`config.mk`:
```
export PLATFORM = sky130hd
export DESIGN_NAME = binary_decimal_to_base10000_groups
export DESIGN_NICKNAME = d
export VERILOG_FILES = /design/src/design/bdg_pkg.sv /design/src/design/bdg_front.sv /design/src/design/bdg_queue.sv /design/src/design/bdg_back.sv /design/src/design/binary_decimal_to_base10000_groups.sv
export VERILOG_INCLUDE_DIRS = /design/src /design/src/design
export SDC_FILE = /design/constraint.sdc
export NUM_CORES = 2
export LEC_CHECK = 0
export ABC_CLOCK_PERIOD_IN_PS = 30900
export BUFFER_PORTS_ARGS = -buffer_cell sky130_fd_sc_hd__buf_2
export CORE_MARGIN = 2
export CORE_UTILIZATION = 47
export DETAILED_ROUTE_END_ITERATION = 8
export GPL_TIMING_DRIVEN = 1
export MAX_ROUTING_LAYER = met4
export PLACE_DENSITY = 0.62
export SETUP_SLACK_MARGIN = 0.15
export SKIP_CTS_REPAIR_TIMING = 1
export SYNTH_ARGS = -nofsm -noshare
export SYNTH_HDL_FRONTEND = slang
export SYNTH_SLANG_ARGS = --single-unit
```
`constraint.sdc`:
```
create_clock -name clk -period 30.9 [get_ports clk]
set_input_delay 0 -clock clk [delete_from_list [all_inputs] [get_ports clk]]
set_output_delay 0 -clock clk [all_outputs]
set_load 0.02 [all_outputs]
```
`src/design/assert_macros.svh`:
```
// Assertion macros used by the top-level design file.
// No dependencies; define NO_ASSERTIONS to compile the checks out.
`ifndef ASSERT_MACROS_SVH
`define ASSERT_MACROS_SVH
`ifndef NO_ASSERTIONS
// The property must hold at every clock edge outside reset.
`define ASSERT_ALWAYS(label, clk, rst_n, expr) \
    label: assert property (@(posedge clk) disable iff (!rst_n) (expr)) \
        else $error("assertion failed");
// If the antecedent holds, the consequent must hold in the same cycle.
`define ASSERT_IMPLY(label, clk, rst_n, ante, cons) \
    label: assert property (@(posedge clk) disable iff (!rst_n) (ante) |-> (cons)) \
        else $error("assertion failed");
`else
`define ASSERT_ALWAYS(label, clk, rst_n, expr)
`define ASSERT_IMPLY(label, clk, rst_n, ante, cons)
`endif
`endif

```
`src/design/bdg_pkg.sv`:
```
// Shared constants, tables and types of the base-10000 digit group converter.
// No dependencies.
package bdg_pkg;

    localparam int VALUE_BITS_DEF = 64;
    localparam int SCALE_W        = 5;
    localparam int MAX_SCALE      = 18;
    localparam int GROUP_W        = 14;
    localparam int GROUP_BASE     = 10000;
    localparam int HALF_BASE      = 5000;
    localparam int NUM_GROUPS     = 6;
    // The fraction is left aligned by at most a factor of 1000, ten bits.
    localparam int CORR_BITS      = 10;
    localparam int BITS_PER_STEP  = 8;
    localparam int QUEUE_DEPTH    = 2;

    // Powers of ten used to left align the fraction part.
    localparam logic [CORR_BITS-1:0] POW10 [4] = '{10'd1, 10'd10, 10'd100, 10'd1000};

    typedef struct packed {
        logic valid;
        logic full;
    } q_status_t;

    typedef struct packed {
        logic [GROUP_W-1:0] digit_group;
        logic               negative;
        logic signed [3:0]  weight;
        logic [2:0]         group_count;
        logic [2:0]         group_index;
        logic               last;
        logic               empty_res;
    } res_t;

endpackage

```
`src/design/bdg_front.sv`:
```
// Front end: holds the scale register, accepts input words and prepares them.
// Depends on bdg_pkg; feeds bdg_queue.
module bdg_front #(
    parameter int VALUE_BITS = bdg_pkg::VALUE_BITS_DEF,
    localparam int XW = VALUE_BITS + bdg_pkg::CORR_BITS,
    localparam int QW = XW + 4
) (
    input  logic                              clk,
    input  logic                              rst_n,
    input  logic                              cfg_write,
    input  logic [bdg_pkg::SCALE_W-1:0]       cfg_data,
    input  logic                              push,
    input  logic signed [VALUE_BITS-1:0]      value,
    output logic                              full,
    input  bdg_pkg::q_status_t                q_stat,
    output logic                              q_write,
    output logic [QW-1:0]                     q_wdata
);

    logic [bdg_pkg::SCALE_W-1:0] scale_reg;
    logic                        st_valid_reg;
    logic                        st_valid_next;
    logic [VALUE_BITS-1:0]       st_mag_reg;
    logic                        st_neg_reg;
    logic [2:0]                  st_nf_reg;
    logic [1:0]                  st_corr_reg;

    logic                        accept;
    logic [VALUE_BITS-1:0]       v;
    logic                        neg;
    logic [VALUE_BITS-1:0]       mag;
    logic [bdg_pkg::SCALE_W-1:0] s_clamp;
    logic [2:0]                  nf;
    logic [1:0]                  corr;
    logic [XW-1:0]               x_aligned;

    assign full    = st_valid_reg && q_stat.full;
    assign accept  = push && !full;
    assign q_write = st_valid_reg && !q_stat.full;

    // Sign and unsigned magnitude; the most negative value maps onto itself.
    assign v   = value;
    assign neg = v[VALUE_BITS-1];
    assign mag = neg ? ('0 - v) : v;

    // Fraction group count is ceil(scale/4); corr pads it to whole groups.
    assign s_clamp = (scale_reg > bdg_pkg::SCALE_W'(bdg_pkg::MAX_SCALE))
                   ? bdg_pkg::SCALE_W'(bdg_pkg::MAX_SCALE) : scale_reg;
    assign nf      = 3'((s_clamp + 5'd3) >> 2);
    assign corr    = 2'({nf, 2'b00} - s_clamp);

    assign x_aligned = XW'(st_mag_reg) * XW'(bdg_pkg::POW10[st_corr_reg]);
    assign q_wdata   = {x_aligned, st_nf_reg, st_neg_reg};

    always_comb
    begin
        st_valid_next = st_valid_reg;
        if (accept)
        begin
            st_valid_next = 1'b1;
        end
        else if (q_write)
        begin
            st_valid_next = 1'b0;
        end
    end

    always_ff @(posedge clk or negedge rst_n)
    begin
        if (!rst_n)
        begin
            scale_reg    <= '0;
            st_valid_reg <= 1'b0;
        end
        else
        begin
            if (cfg_write)
            begin
                scale_reg <= cfg_data;
            end
            st_valid_reg <= st_valid_next;
        end
    end

    always_ff @(posedge clk)
    begin
        if (accept)
        begin
            st_mag_reg  <= mag;
            st_neg_reg  <= neg;
            st_nf_reg   <= nf;
            st_corr_reg <= corr;
        end
    end

endmodule

```
`src/design/bdg_queue.sv`:
```
// Short register queue between the front end and the converter.
// Depends on bdg_pkg for the status struct.
module bdg_queue #(
    parameter int WIDTH = 8,
    parameter int DEPTH = bdg_pkg::QUEUE_DEPTH,
    localparam int PW = (DEPTH > 1) ? $clog2(DEPTH) : 1,
    localparam int CW = $clog2(DEPTH + 1)
) (
    input  logic               clk,
    input  logic               rst_n,
    input  logic               wr_en,
    input  logic [WIDTH-1:0]   wdata,
    input  logic               rd_en,
    output logic [WIDTH-1:0]   rdata,
    output bdg_pkg::q_status_t stat
);

    logic [WIDTH-1:0] mem_reg [DEPTH];
    logic [PW-1:0]    wptr_reg;
    logic [PW-1:0]    rptr_reg;
    logic [CW-1:0]    count_reg;
    logic [PW-1:0]    wptr_next;
    logic [PW-1:0]    rptr_next;
    logic [CW-1:0]    count_next;

    assign stat.full  = (count_reg == CW'(DEPTH));
    assign stat.valid = (count_reg != '0);
    assign rdata      = mem_reg[rptr_reg];

    always_comb
    begin
        wptr_next  = wptr_reg;
        rptr_next  = rptr_reg;
        count_next = count_reg;
        if (wr_en)
        begin
            wptr_next = (wptr_reg == PW'(DEPTH - 1)) ? '0 : wptr_reg + 1'b1;
        end
        if (rd_en)
        begin
            rptr_next = (rptr_reg == PW'(DEPTH - 1)) ? '0 : rptr_reg + 1'b1;
        end
        if (wr_en && !rd_en)
        begin
            count_next = count_reg + 1'b1;
        end
        else if (rd_en && !wr_en)
        begin
            count_next = count_reg - 1'b1;
        end
    end

    always_ff @(posedge clk or negedge rst_n)
    begin
        if (!rst_n)
        begin
            wptr_reg  <= '0;
            rptr_reg  <= '0;
            count_reg <= '0;
        end
        else
        begin
            wptr_reg  <= wptr_next;
            rptr_reg  <= rptr_next;
            count_reg <= count_next;
        end
    end

    always_ff @(posedge clk)
    begin
        if (wr_en)
        begin
            mem_reg[wptr_reg] <= wdata;
        end
    end

endmodule

```
`src/design/bdg_back.sv`:
```
// Back end: base-10000 conversion by a shift-and-adjust loop and result emission.
// Depends on bdg_pkg; reads words from bdg_queue.
module bdg_back #(
    parameter int VALUE_BITS = bdg_pkg::VALUE_BITS_DEF,
    localparam int XW = VALUE_BITS + bdg_pkg::CORR_BITS,
    localparam int QW = XW + 4
) (
    input  logic               clk,
    input  logic               rst_n,
    input  bdg_pkg::q_status_t q_stat,
    input  logic [QW-1:0]      q_rdata,
    output logic               q_read,
    input  logic               pop,
    output logic               res_valid,
    output bdg_pkg::res_t      res
);

    localparam int STEP  = bdg_pkg::BITS_PER_STEP;
    localparam int STEPS = (XW + STEP - 1) / STEP;
    localparam int CW    = STEPS * STEP;
    localparam int CNT_W = $clog2(STEPS);
    localparam int NG    = bdg_pkg::NUM_GROUPS;
    localparam int GW    = bdg_pkg::GROUP_W;

    typedef enum logic [1:0] {
        S_IDLE,
        S_CONV,
        S_DONE
    } state_t;

    state_t           state_reg;
    state_t           state_next;
    logic [CNT_W-1:0] cnt_reg;
    logic [CNT_W-1:0] cnt_next;

    logic [CW-1:0]    x_reg;
    logic [GW-1:0]    grp_reg [NG];
    logic [GW-1:0]    grp_conv [NG];
    logic [2:0]       nf_reg;
    logic             neg_reg;

    logic [GW-1:0]    e_grp_reg [NG];
    logic             e_neg_reg;
    logic [2:0]       e_ni_reg;
    logic [2:0]       e_n_reg;
    logic [2:0]       e_idx_reg;
    logic [2:0]       e_idx_next;
    logic             e_valid_reg;
    logic             e_valid_next;

    logic [2:0]       ni;
    logic [2:0]       n_total;
    logic             load_emit;
    logic             emit_pop;
    logic             e_last;
    logic             emit_free;
    logic [2:0]       e_ptr;

    logic             carry;
    logic             hi;
    logic [GW:0]      dbl;

    assign q_read    = (state_reg == S_IDLE) && q_stat.valid;
    assign emit_pop  = pop && e_valid_reg;
    assign e_last    = (e_n_reg == '0) || (e_idx_reg == e_n_reg - 3'd1);
    assign emit_free = !e_valid_reg || (emit_pop && e_last);
    assign load_emit = (state_reg == S_DONE) && emit_free;

    // Eight shift-and-adjust steps: each group doubles and takes the carry
    // from below; a group at or above half the base wraps and carries out.
    always_comb
    begin
        grp_conv = grp_reg;
        for (int b = 0; b < STEP; b++)
        begin
            carry = x_reg[CW-1-b];
            for (int j = 0; j < NG; j++)
            begin
                hi  = (grp_conv[j] >= GW'(bdg_pkg::HALF_BASE));
                dbl = {grp_conv[j], carry};
                grp_conv[j] = hi ? GW'(dbl - (GW+1)'(bdg_pkg::GROUP_BASE)) : dbl[GW-1:0];
                carry = hi;
            end
        end
    end

    // Integer groups run from the lowest one above the fraction up to the
    // highest nonzero group.
    always_comb
    begin
        ni = '0;
        for (int j = 0; j < NG; j++)
        begin
            if ((grp_reg[j] != '0) && (3'(j) >= nf_reg))
            begin
                ni = 3'(j) - nf_reg + 3'd1;
            end
        end
        n_total = ni + nf_reg;
    end

    always_comb
    begin
        state_next = state_reg;
        cnt_next   = cnt_reg;
        unique case (state_reg)
            S_IDLE:
            begin
                if (q_stat.valid)
                begin
                    state_next = S_CONV;
                    cnt_next   = CNT_W'(STEPS - 1);
                end
            end
            S_CONV:
            begin
                if (cnt_reg == '0)
                begin
                    state_next = S_DONE;
                end
                else
                begin
                    cnt_next = cnt_reg - 1'b1;
                end
            end
            S_DONE:
            begin
                if (emit_free)
                begin
                    state_next = S_IDLE;
                end
            end
            default:
            begin
                state_next = S_IDLE;
            end
        endcase

        e_valid_next = e_valid_reg;
        e_idx_next   = e_idx_reg;
        if (load_emit)
        begin
            e_valid_next = 1'b1;
            e_idx_next   = '0;
        end
        else if (emit_pop)
        begin
            if (e_last)
            begin
                e_valid_next = 1'b0;
            end
            else
            begin
                e_idx_next = e_idx_reg + 3'd1;
            end
        end
    end

    always_ff @(posedge clk or negedge rst_n)
    begin
        if (!rst_n)
        begin
            state_reg   <= S_IDLE;
            cnt_reg     <= '0;
            e_valid_reg <= 1'b0;
            e_idx_reg   <= '0;
        end
        else
        begin
            state_reg   <= state_next;
            cnt_reg     <= cnt_next;
            e_valid_reg <= e_valid_next;
            e_idx_reg   <= e_idx_next;
        end
    end

    always_ff @(posedge clk)
    begin
        if (q_read)
        begin
            x_reg   <= CW'(q_rdata[QW-1:4]);
            nf_reg  <= q_rdata[3:1];
            neg_reg <= q_rdata[0];
            grp_reg <= '{default: '0};
        end
        else if (state_reg == S_CONV)
        begin
            x_reg   <= x_reg << STEP;
            grp_reg <= grp_conv;
        end
        if (load_emit)
        begin
            e_grp_reg <= grp_reg;
            e_neg_reg <= neg_reg;
            e_ni_reg  <= ni;
            e_n_reg   <= n_total;
        end
    end

    // Groups sit least significant first; the run is read from the top down.
    assign e_ptr = e_n_reg - 3'd1 - e_idx_reg;

    always_comb
    begin
        res.digit_group = (e_n_reg == '0) ? '0 : e_grp_reg[e_ptr];
        res.negative    = e_neg_reg;
        res.weight      = {1'b0, e_ni_reg} - 4'sd1;
        res.group_count = e_n_reg;
        res.group_index = e_idx_reg;
        res.last        = e_last;
        res.empty_res   = (e_n_reg == '0);
    end

    assign res_valid = e_valid_reg;

endmodule

```
`src/design/binary_decimal_to_base10000_groups.sv`:
```
// Top level of the scaled decimal to base-10000 digit group converter.
// Depends on bdg_pkg, bdg_front, bdg_queue, bdg_back and assert_macros.svh.
//
//   channel   direction  handshake           payload
//   config    in         cfg_write           cfg_data (scale, 5 bits)
//   input     in         push / full         value (VALUE_BITS bits, signed)
//   result    out        empty / pop         digit_group, negative, weight,
//                                            group_count, group_index, last,
//                                            empty_res
//
// The shift-and-adjust loop in bdg_back converts each word, taking eight bits of
// the aligned magnitude per cycle. While pop is held, results leave the output
// register one per cycle as the next word converts.
// Reset clears the scale register to 0 and empties the queue and output
// register; no clearing pass is needed.
// A stalled result side fills the two-entry queue and the front stage, and
// full then rises; the input side never blocks results.
`include "assert_macros.svh"

module binary_decimal_to_base10000_groups #(
    parameter int VALUE_BITS = bdg_pkg::VALUE_BITS_DEF
) (
    input  logic                             clk,
    input  logic                             rst_n,
    input  logic                             cfg_write,
    input  logic [bdg_pkg::SCALE_W-1:0]      cfg_data,
    input  logic                             push,
    input  logic signed [VALUE_BITS-1:0]     value,
    output logic                             full,
    output logic                             empty,
    input  logic                             pop,
    output logic [bdg_pkg::GROUP_W-1:0]      digit_group,
    output logic                             negative,
    output logic signed [3:0]                weight,
    output logic [2:0]                       group_count,
    output logic [2:0]                       group_index,
    output logic                             last,
    output logic                             empty_res
);

    // Queue word: aligned magnitude, fraction group count and sign.
    localparam int QW = VALUE_BITS + bdg_pkg::CORR_BITS + 4;

    bdg_pkg::q_status_t q_stat;
    logic               q_write;
    logic [QW-1:0]      q_wdata;
    logic               q_read;
    logic [QW-1:0]      q_rdata;
    logic               res_valid;
    bdg_pkg::res_t      res;

    // The front end splits off the sign, clamps the scale and multiplies the
    // magnitude so that the fraction fills whole groups of four digits.
    bdg_front #(
        .VALUE_BITS (VALUE_BITS)
    ) u_front (
        .clk       (clk),
        .rst_n     (rst_n),
        .cfg_write (cfg_write),
        .cfg_data  (cfg_data),
        .push      (push),
        .value     (value),
        .full      (full),
        .q_stat    (q_stat),
        .q_write   (q_write),
        .q_wdata   (q_wdata)
    );

    // The queue lets the front end keep taking words while the converter works.
    bdg_queue #(
        .WIDTH (QW),
        .DEPTH (bdg_pkg::QUEUE_DEPTH)
    ) u_queue (
        .clk   (clk),
        .rst_n (rst_n),
        .wr_en (q_write),
        .wdata (q_wdata),
        .rd_en (q_read),
        .rdata (q_rdata),
        .stat  (q_stat)
    );

    // The back end converts to base 10000 and presents the groups most
    // significant first, with the run's sign, weight and count on each word.
    bdg_back #(
        .VALUE_BITS (VALUE_BITS)
    ) u_back (
        .clk       (clk),
        .rst_n     (rst_n),
        .q_stat    (q_stat),
        .q_rdata   (q_rdata),
        .q_read    (q_read),
        .pop       (pop),
        .res_valid (res_valid),
        .res       (res)
    );

    assign empty       = !res_valid;
    assign digit_group = res.digit_group;
    assign negative    = res.negative;
    assign weight      = res.weight;
    assign group_count = res.group_count;
    assign group_index = res.group_index;
    assign last        = res.last;
    assign empty_res   = res.empty_res;

    // An empty run is a single word with weight -1 and no groups.
    `ASSERT_IMPLY(a_empty_run, clk, rst_n, !empty && res.empty_res, res.last && (res.group_count == 3'd0) && (res.weight == -4'sd1))
    // A group index always lies inside its run.
    `ASSERT_IMPLY(a_index_in_run, clk, rst_n, !empty && !res.empty_res, res.group_index < res.group_count)
    // The final word of a run carries the highest index.
    `ASSERT_IMPLY(a_last_index, clk, rst_n, !empty && !res.empty_res && res.last, res.group_index == res.group_count - 3'd1)
    // The conversion loop never leaves a group at or above the base.
    `ASSERT_IMPLY(a_group_range, clk, rst_n, !empty, res.digit_group < bdg_pkg::GROUP_W'(bdg_pkg::GROUP_BASE))

endmodule

```
After elaboration in Yosys (flattened, before gate mapping)

Memories as Yosys holds them, arrays and structs flattened.
Index checks and enable logic that the tools add are counted.

Register bits: 349
Latch bits: 0
RAM bits: 156
Bits in read-only memories: 0
Bits of input ports: 74
Output and inout port bits: 29
Logic and storage cells: 304
Memories: 1

Memories:

| memory          | words | bits a word | rd ports | clocked after Yosys merged registers in | wr ports | RTL line        | RTL |
|---|---|---|---|---|---|---|---|
| u_queue.mem_reg | 2     | 78          | 1        | 0                                       | 1        | bdg_queue.sv:18 | `logic [WIDTH-1:0] mem_reg [DEPTH];` |

Add/subtract/negate cells: 73
Multipliers: 1
Div/mod/pow operators: 0
Order comparisons: 57
Equal/unequal tests: 9
Shifts and indexed selects: 0
Muxes and demuxes: 86
Bitwise operators: 2
Reductions and logical operators: 42

Operators with widths:

| kind                   | number |
|---|---|
| $mux 14                | 51 |
| $ge 14x13->1 const B   | 48 |
| $sub 14x14->14 const B | 48 |
| $mux 74                | 2 |
| $reduce_bool 14->1     | 6 |
| $mul 64x10->74         | 1 |
| $sub 1x64->64 const A  | 1 |
| $mux 63                | 1 |
| $bmux 14 s3            | 1 |
| $mux 3                 | 9 |
| $add 3x1->3 const B    | 7 |
| $bmux 10 s2            | 1 |
| $mux 10                | 2 |
| $logic_and 1x1->1      | 15 |
| $reduce_bool 2->1      | 7 |
| $mux 2                 | 5 |
| $mux 1                 | 9 |
| $mux 4                 | 2 |
| $ne 2x1->1 const B     | 4 |
| $pmux 4 s2             | 1 |
| $ge 1x3->1 const A     | 2 |
| $ge 2x3->1 const A     | 2 |
| $ge 3x3->1 const A     | 2 |
| $pmux 2 s3             | 1 |
| other kinds (30)       | 42 |

Longest topological paths before layout

Word-level depth: 21
Mapped depth: 55
Gate-level depth less buffers: 47

Hierarchy

A second synthesis with hierarchy kept.

Cells, all modules: 7023
Area total of the unflattened synthesis: 60740.8 um2

Modules (own cells, without submodules):

| module                             | times used | cells each | area each (um2) | seq. area each (um2) |
|---|---|---|---|---|
| bdg_back                           | 1          | 4208       | 32691.4         | 7126.8 |
| bdg_front                          | 1          | 2555       | 22192.5         | 2252.2 |
| bdg_queue                          | 1          | 259        | 5853.1          | 4784.6 |
| binary_decimal_to_base10000_groups | 1          | 1          | 3.8             | 0.0 |

Worst setup path after synthesis

OpenSTA, ideal clock, no wires.

Kind: reg2reg
From: register u_back.grp_reg[74] (netlist name)
To: register u_back.grp_reg[82] (netlist name)
Library setup time: 0.135 ns
Arrival: 10.217 ns
Required time: 30.765 ns
Setup slack: 20.548 ns
Stages on the path, launching flop included: 53
Path buffers: 5
Clock period less this slack: 10.352 ns
Cells stage by stage: dfxtp_1 -> or4_1 -> clkbuf_1 -> a311o_1 -> clkinv_2 -> buf_6 -> xnor2_1 -> ha_1 -> nand2_1 -> nor3_1 -> nand3_1 -> o221a_2 -> o21a_1 -> nand2_2 -> inv_2 -> buf_2 -> xnor2_1 -> ha_1 -> (+17 left out) -> ha_1 -> o2111ai_1 -> and2_1 -> and4_1 -> nor4_4 -> xnor2_2 -> nand2_1 -> and2_1 -> buf_2 -> xnor2_1 -> ha_1 -> inv_1 -> a2111oi_0 -> a31oi_1 -> nand3_1 -> nor4_1 -> a211oi_1 -> o311ai_1

Cells in the longest elaborated chain, start to end: 16
Elaborated cells between the ends (all ways): 24
Those cells by class: add/sub (8); order compare (8); mux (8)

RTL lines:

| what                                           | RTL line                       | RTL |
|---|---|---|
| from (decl)                                    | bdg_back.sv:37                 | `logic [GW-1:0] grp_reg [NG];` |
| from (signal assigned)                         | bdg_back.sv:189                | `grp_reg <= grp_conv;` |
| $sub 14x14->14 or $ge 14x13->1 (tied branches) | bdg_back.sv:81, bdg_back.sv:79 |  |
| $mux 14 (*)                                    | bdg_back.sv:81                 | `grp_conv[j] = hi ? GW'(dbl - (GW+1)'(bdg_pkg::GROUP_BASE)) : dbl[GW-1:0];` |
| $sub 14x14->14 or $ge 14x13->1 (tied branches) | bdg_back.sv:81, bdg_back.sv:79 |  |
| $mux 14 (*)                                    | bdg_back.sv:81                 |  |
| $sub 14x14->14 or $ge 14x13->1 (tied branches) | bdg_back.sv:81, bdg_back.sv:79 |  |
| $mux 14 (*)                                    | bdg_back.sv:81                 |  |
| $sub 14x14->14 or $ge 14x13->1 (tied branches) | bdg_back.sv:81, bdg_back.sv:79 |  |
| $mux 14 (*)                                    | bdg_back.sv:81                 |  |
| $sub 14x14->14 or $ge 14x13->1 (tied branches) | bdg_back.sv:81, bdg_back.sv:79 |  |
| $mux 14 (*)                                    | bdg_back.sv:81                 |  |
| $sub 14x14->14 or $ge 14x13->1 (tied branches) | bdg_back.sv:81, bdg_back.sv:79 |  |
| $mux 14 (*)                                    | bdg_back.sv:81                 |  |
| $sub 14x14->14 or $ge 14x13->1 (tied branches) | bdg_back.sv:81, bdg_back.sv:79 |  |
| $mux 14 (*)                                    | bdg_back.sv:81                 |  |
| $sub 14x14->14 or $ge 14x13->1 (tied branches) | bdg_back.sv:81, bdg_back.sv:79 |  |
| $mux 14 (*)                                    | bdg_back.sv:81                 |  |

Every way passes the cells marked *; elsewhere a longest branch is shown, timed or not.
A chain may end at the register's enable or synchronous reset.

Final worst setup path

From: register u_back.grp_reg[75] (netlist name)
To: register u_back.grp_reg[82] (netlist name)

Cells in the longest elaborated chain, start to end: 16
Elaborated cells between the ends (all ways): 24
Those cells by class: add/sub (8); order compare (8); mux (8)

RTL lines:

| what                                           | RTL line |
|---|---|
| $sub 14x14->14 or $ge 14x13->1 (tied branches) | bdg_back.sv:81, bdg_back.sv:79 |
| $mux 14 (*)                                    | bdg_back.sv:81 |
| $sub 14x14->14 or $ge 14x13->1 (tied branches) | bdg_back.sv:81, bdg_back.sv:79 |
| $mux 14 (*)                                    | bdg_back.sv:81 |
| $sub 14x14->14 or $ge 14x13->1 (tied branches) | bdg_back.sv:81, bdg_back.sv:79 |
| $mux 14 (*)                                    | bdg_back.sv:81 |
| $sub 14x14->14 or $ge 14x13->1 (tied branches) | bdg_back.sv:81, bdg_back.sv:79 |
| $mux 14 (*)                                    | bdg_back.sv:81 |
| $sub 14x14->14 or $ge 14x13->1 (tied branches) | bdg_back.sv:81, bdg_back.sv:79 |
| $mux 14 (*)                                    | bdg_back.sv:81 |
| $sub 14x14->14 or $ge 14x13->1 (tied branches) | bdg_back.sv:81, bdg_back.sv:79 |
| $mux 14 (*)                                    | bdg_back.sv:81 |
| $ge 14x13->1 or $sub 14x14->14 (tied branches) | bdg_back.sv:79, bdg_back.sv:81 |
| $mux 14 (*)                                    | bdg_back.sv:81 |
| $sub 14x14->14 or $ge 14x13->1 (tied branches) | bdg_back.sv:81, bdg_back.sv:79 |
| $mux 14 (*)                                    | bdg_back.sv:81 |

Marked as above.

==> flow_summary_export.csv <==
group,metric,value,unit
synthesis,synthTopCellsByCount,"nand2_1, fa_1, inv_1",
floorplanning,core,122000,µm²
synthesis,yosys_most_used_dff,"edfxtp_1",
floorplanning,num_io_pins,103,
sta,slew_viol_final,0,
synthesis,synth_top_area_share,20.6,%
sta,timing.final.crit_share,40.4,%
worst_setup_path,cp_max_fo,15,
worst_setup_path,worstSetupPathType,"reg2reg",
sta,relSlewSlack,26.8,%
worst_hold_path,hold_class,"in2reg",
final_layout,nets,7010,
sta,hold_violations,0,
detailed_routing,drt_iter0_drc,3696,
synthesis,synth_warnings,0,
final_layout,syn_to_final_growth,8.31,%
sta,layout_min_cycle_time,12.50,ns
synthesis,async_flop_share,3.96,%
worst_setup_path,worstSetupStartpointType,"flip-flop",
final_layout,drive_gt1_share,10.1,%
placement,gp_congestion,0.924,
floorplanning,std_cell_rows,128,
sta,tightest_slew,1.08,ns
synthesis,ys_seq_area_share,24.5,%
detailed_routing,drt_wl_total,154,mm
grt,grt.total_usage,24.4,%
clock_tree,cts-root-buf,"clkbuf_16",
floorplanning,initial_utilization,47.4,%
synthesis,netlist_area,57700,µm²
floorplanning,die_area,126000,µm²
synthesis,ys_top_cells_by_area,"edfxtp_1, fa_1, ha_1",
clock_tree,clock_sinks,505,
grt,grt_pass1_vias,45000,
sta,max_freq,80.0,MHz
placement,hpwl,119,mm
detailed_routing,antenna_left,0,
worst_setup_path,cp-startpoint,"u_back.grp_reg[75]",
clock_tree,cts_inserted_buffers,56,
clock_tree,clkTransAtPathRegs,0.06,ns
final_layout,diodes,0,
detailed_routing,wl_per_cell,19.4,µm
detailed_routing,drc,0,
synthesis,ys_seq_elements,505,
sta,rsz0062_at_grt,"no",
status,status,"complete, no violations",
sta,finalSetupTns,0,ns
clock_tree,cts.htree.levels,2,
grt,grt_start_max_net_pins,195,
detailed_routing,dr.pass1.iters,6,
synthesis,ys_types,160,
synthesis,avgSynthCellArea,9.34,µm²
placement,post-place-ws,18.61,ns
worst_hold_path,hp-start,"value[0]",
worst_setup_path,slowest_delay,0.69,ns
grt,antenna_found_initial,0,
sta,setup-violations-final,0,
synthesis,synthCells,6180,
worst_setup_path,r2r-start,"u_back.grp_reg[75]",
synthesis,synth_edf_count,395,
clock_tree,clockBufferDepth,3,
worst_setup_path,required,31.36,ns
worst_setup_path,critPathArrivalTime,12.96,ns
detailed_routing,vias,47000,
grt,grt_pass1_wl,246,mm
synthesis,yosysTopAreaCell,"edfxtp_1",
placement,port-buffer-count,102,
synthesis,synth_most_common_cell,"nand2_1",
worst_setup_path,end_kind,"flip-flop",
worst_setup_path,crit_slowest_cell,"or4b_1",
synthesis,synth_nets,6940,
clock_tree,cts_tree,"done",
grt,overflow,0,
detailed_routing,via_per_inst,5.93,
run,maxCapViolations,0,
floorplanning,die_h,354,µm
clock_tree,clock_latency,0.65,ns
floorplanning,die_w,354,µm
final_layout,largest_register_ffs,156,
sta,fin_worst_skew,0.0451,ns
sta,setup_ws,18.40,ns
[layout make-up]
| class | instances | area, µm² |
|---|---|---|
| fill | 11300 | 59400 |
| inverter | 417 | 1570 |
| clock inverter | 29 | 349 |
| tap | 1625 | 2030 |
| clock buffer | 77 | 1550 |
| sequential | 505 | 14200 |
| multi-input combinational | 5018 | 40900 |
| timing repair buffer | 252 | 1950 |
[routing by layer]
layer / global-route usage (%) / vias up / routed length (µm)
met1: 33.7 / 22900 / 71000
met2: 39.0 / 1231 / 72300
met3: 2.29 / 198 / 7220
met5: - / - / 0
li1: - / 22700 / -
met4: 5.30 / 0 / 3330
[per-stage QoR]
step           utilization, %  hold slack (ns)  instances  instance area [µm²]
2_1_floorplan               -           -0.296       6180                57700
4_1_cts                  50.3           -0.646       7807                61300
3_5_place_dp             48.8           0.0538       7701                59400
6_report                 51.3           0.0982       7923                62500
3_3_place_gp             48.8           0.0475       7701                59400
5_1_grt                  51.3           0.0793       7923                62500
[final timing paths]
path	cells after the start	to	slack, ns
worst min-delay path	2	u_front.st_mag_reg[0]	0.1
worst max-delay path	47	u_back.grp_reg[82]	18.40
worst min register to register	0	u_back.e_neg_reg	0.42
min in group asynchronous	4	u_back.cnt_reg[3]	0.40
max in group asynchronous	4	u_back.e_idx_reg[1]	30.33
worst max register to register	47	u_back.grp_reg[82]	18.40
[cells in the final DEF (no fill, tap or decap), types with 26 or more instances in the layout]
cell type,Yosys,final
o22ai_1,61,61
o21ai_0,300,300
nor3_1,138,138
buf_2,48,102
fa_1,432,432
mux2_2,48,48
o211ai_1,49,49
mux2i_1,173,173
a21o_1,65,65
nand3_1,150,150
edfxtp_1,395,395
a31o_2,26,26
o21bai_1,30,30
or2_2,97,97
buf_4,19,33
inv_1,398,397
o21a_1,48,48
dfxtp_1,90,90
xnor2_1,362,361
xor2_1,123,123
and3_1,126,125
or3_1,56,55
o31ai_1,52,52
nor4_1,48,48
nand4_1,48,48
nand2b_1,63,62
a211oi_1,55,54
nor2_1,344,342
and2_1,183,182
or4_1,28,28
ha_1,254,254
nand2_1,582,582
dlygate4sd3_1,3,115
o21ai_1,51,51
a31oi_1,64,64
a21oi_1,270,269
clkbuf_16,0,56
[kinds of logic after synthesis]
| kind of cell | count (synthesis) | synth area share [%] |
|---|---|---|
| AND/OR/NAND/NOR | 2037 | 18.4 |
| AO/OA/AOI/OAI | 1548 | 19.3 |
| adder cells (fa/ha/maj) | 686 | 20.5 |
| buffers and inverters | 657 | 4.73 |
| flip-flops | 505 | 24.5 |
| XOR/XNOR | 499 | 7.75 |
| multiplexers | 248 | 4.77 |
[worst max-delay path: cells and delay by family, from the launching register on]
kind | cells | cell delay (ns)
buffers and inverters | 4 | 0.64
XOR/XNOR | 5 | 1.27
AO/OA/AOI/OAI | 17 | 4.27
AND/OR/NAND/NOR | 16 | 4.32
flip-flops | 1 | 0.51
adder cells (fa/ha/maj) | 5 | 1.30
Power is not shown: default switching activity piles up to over one toggle a cycle in this logic, so the estimate is an artifact.
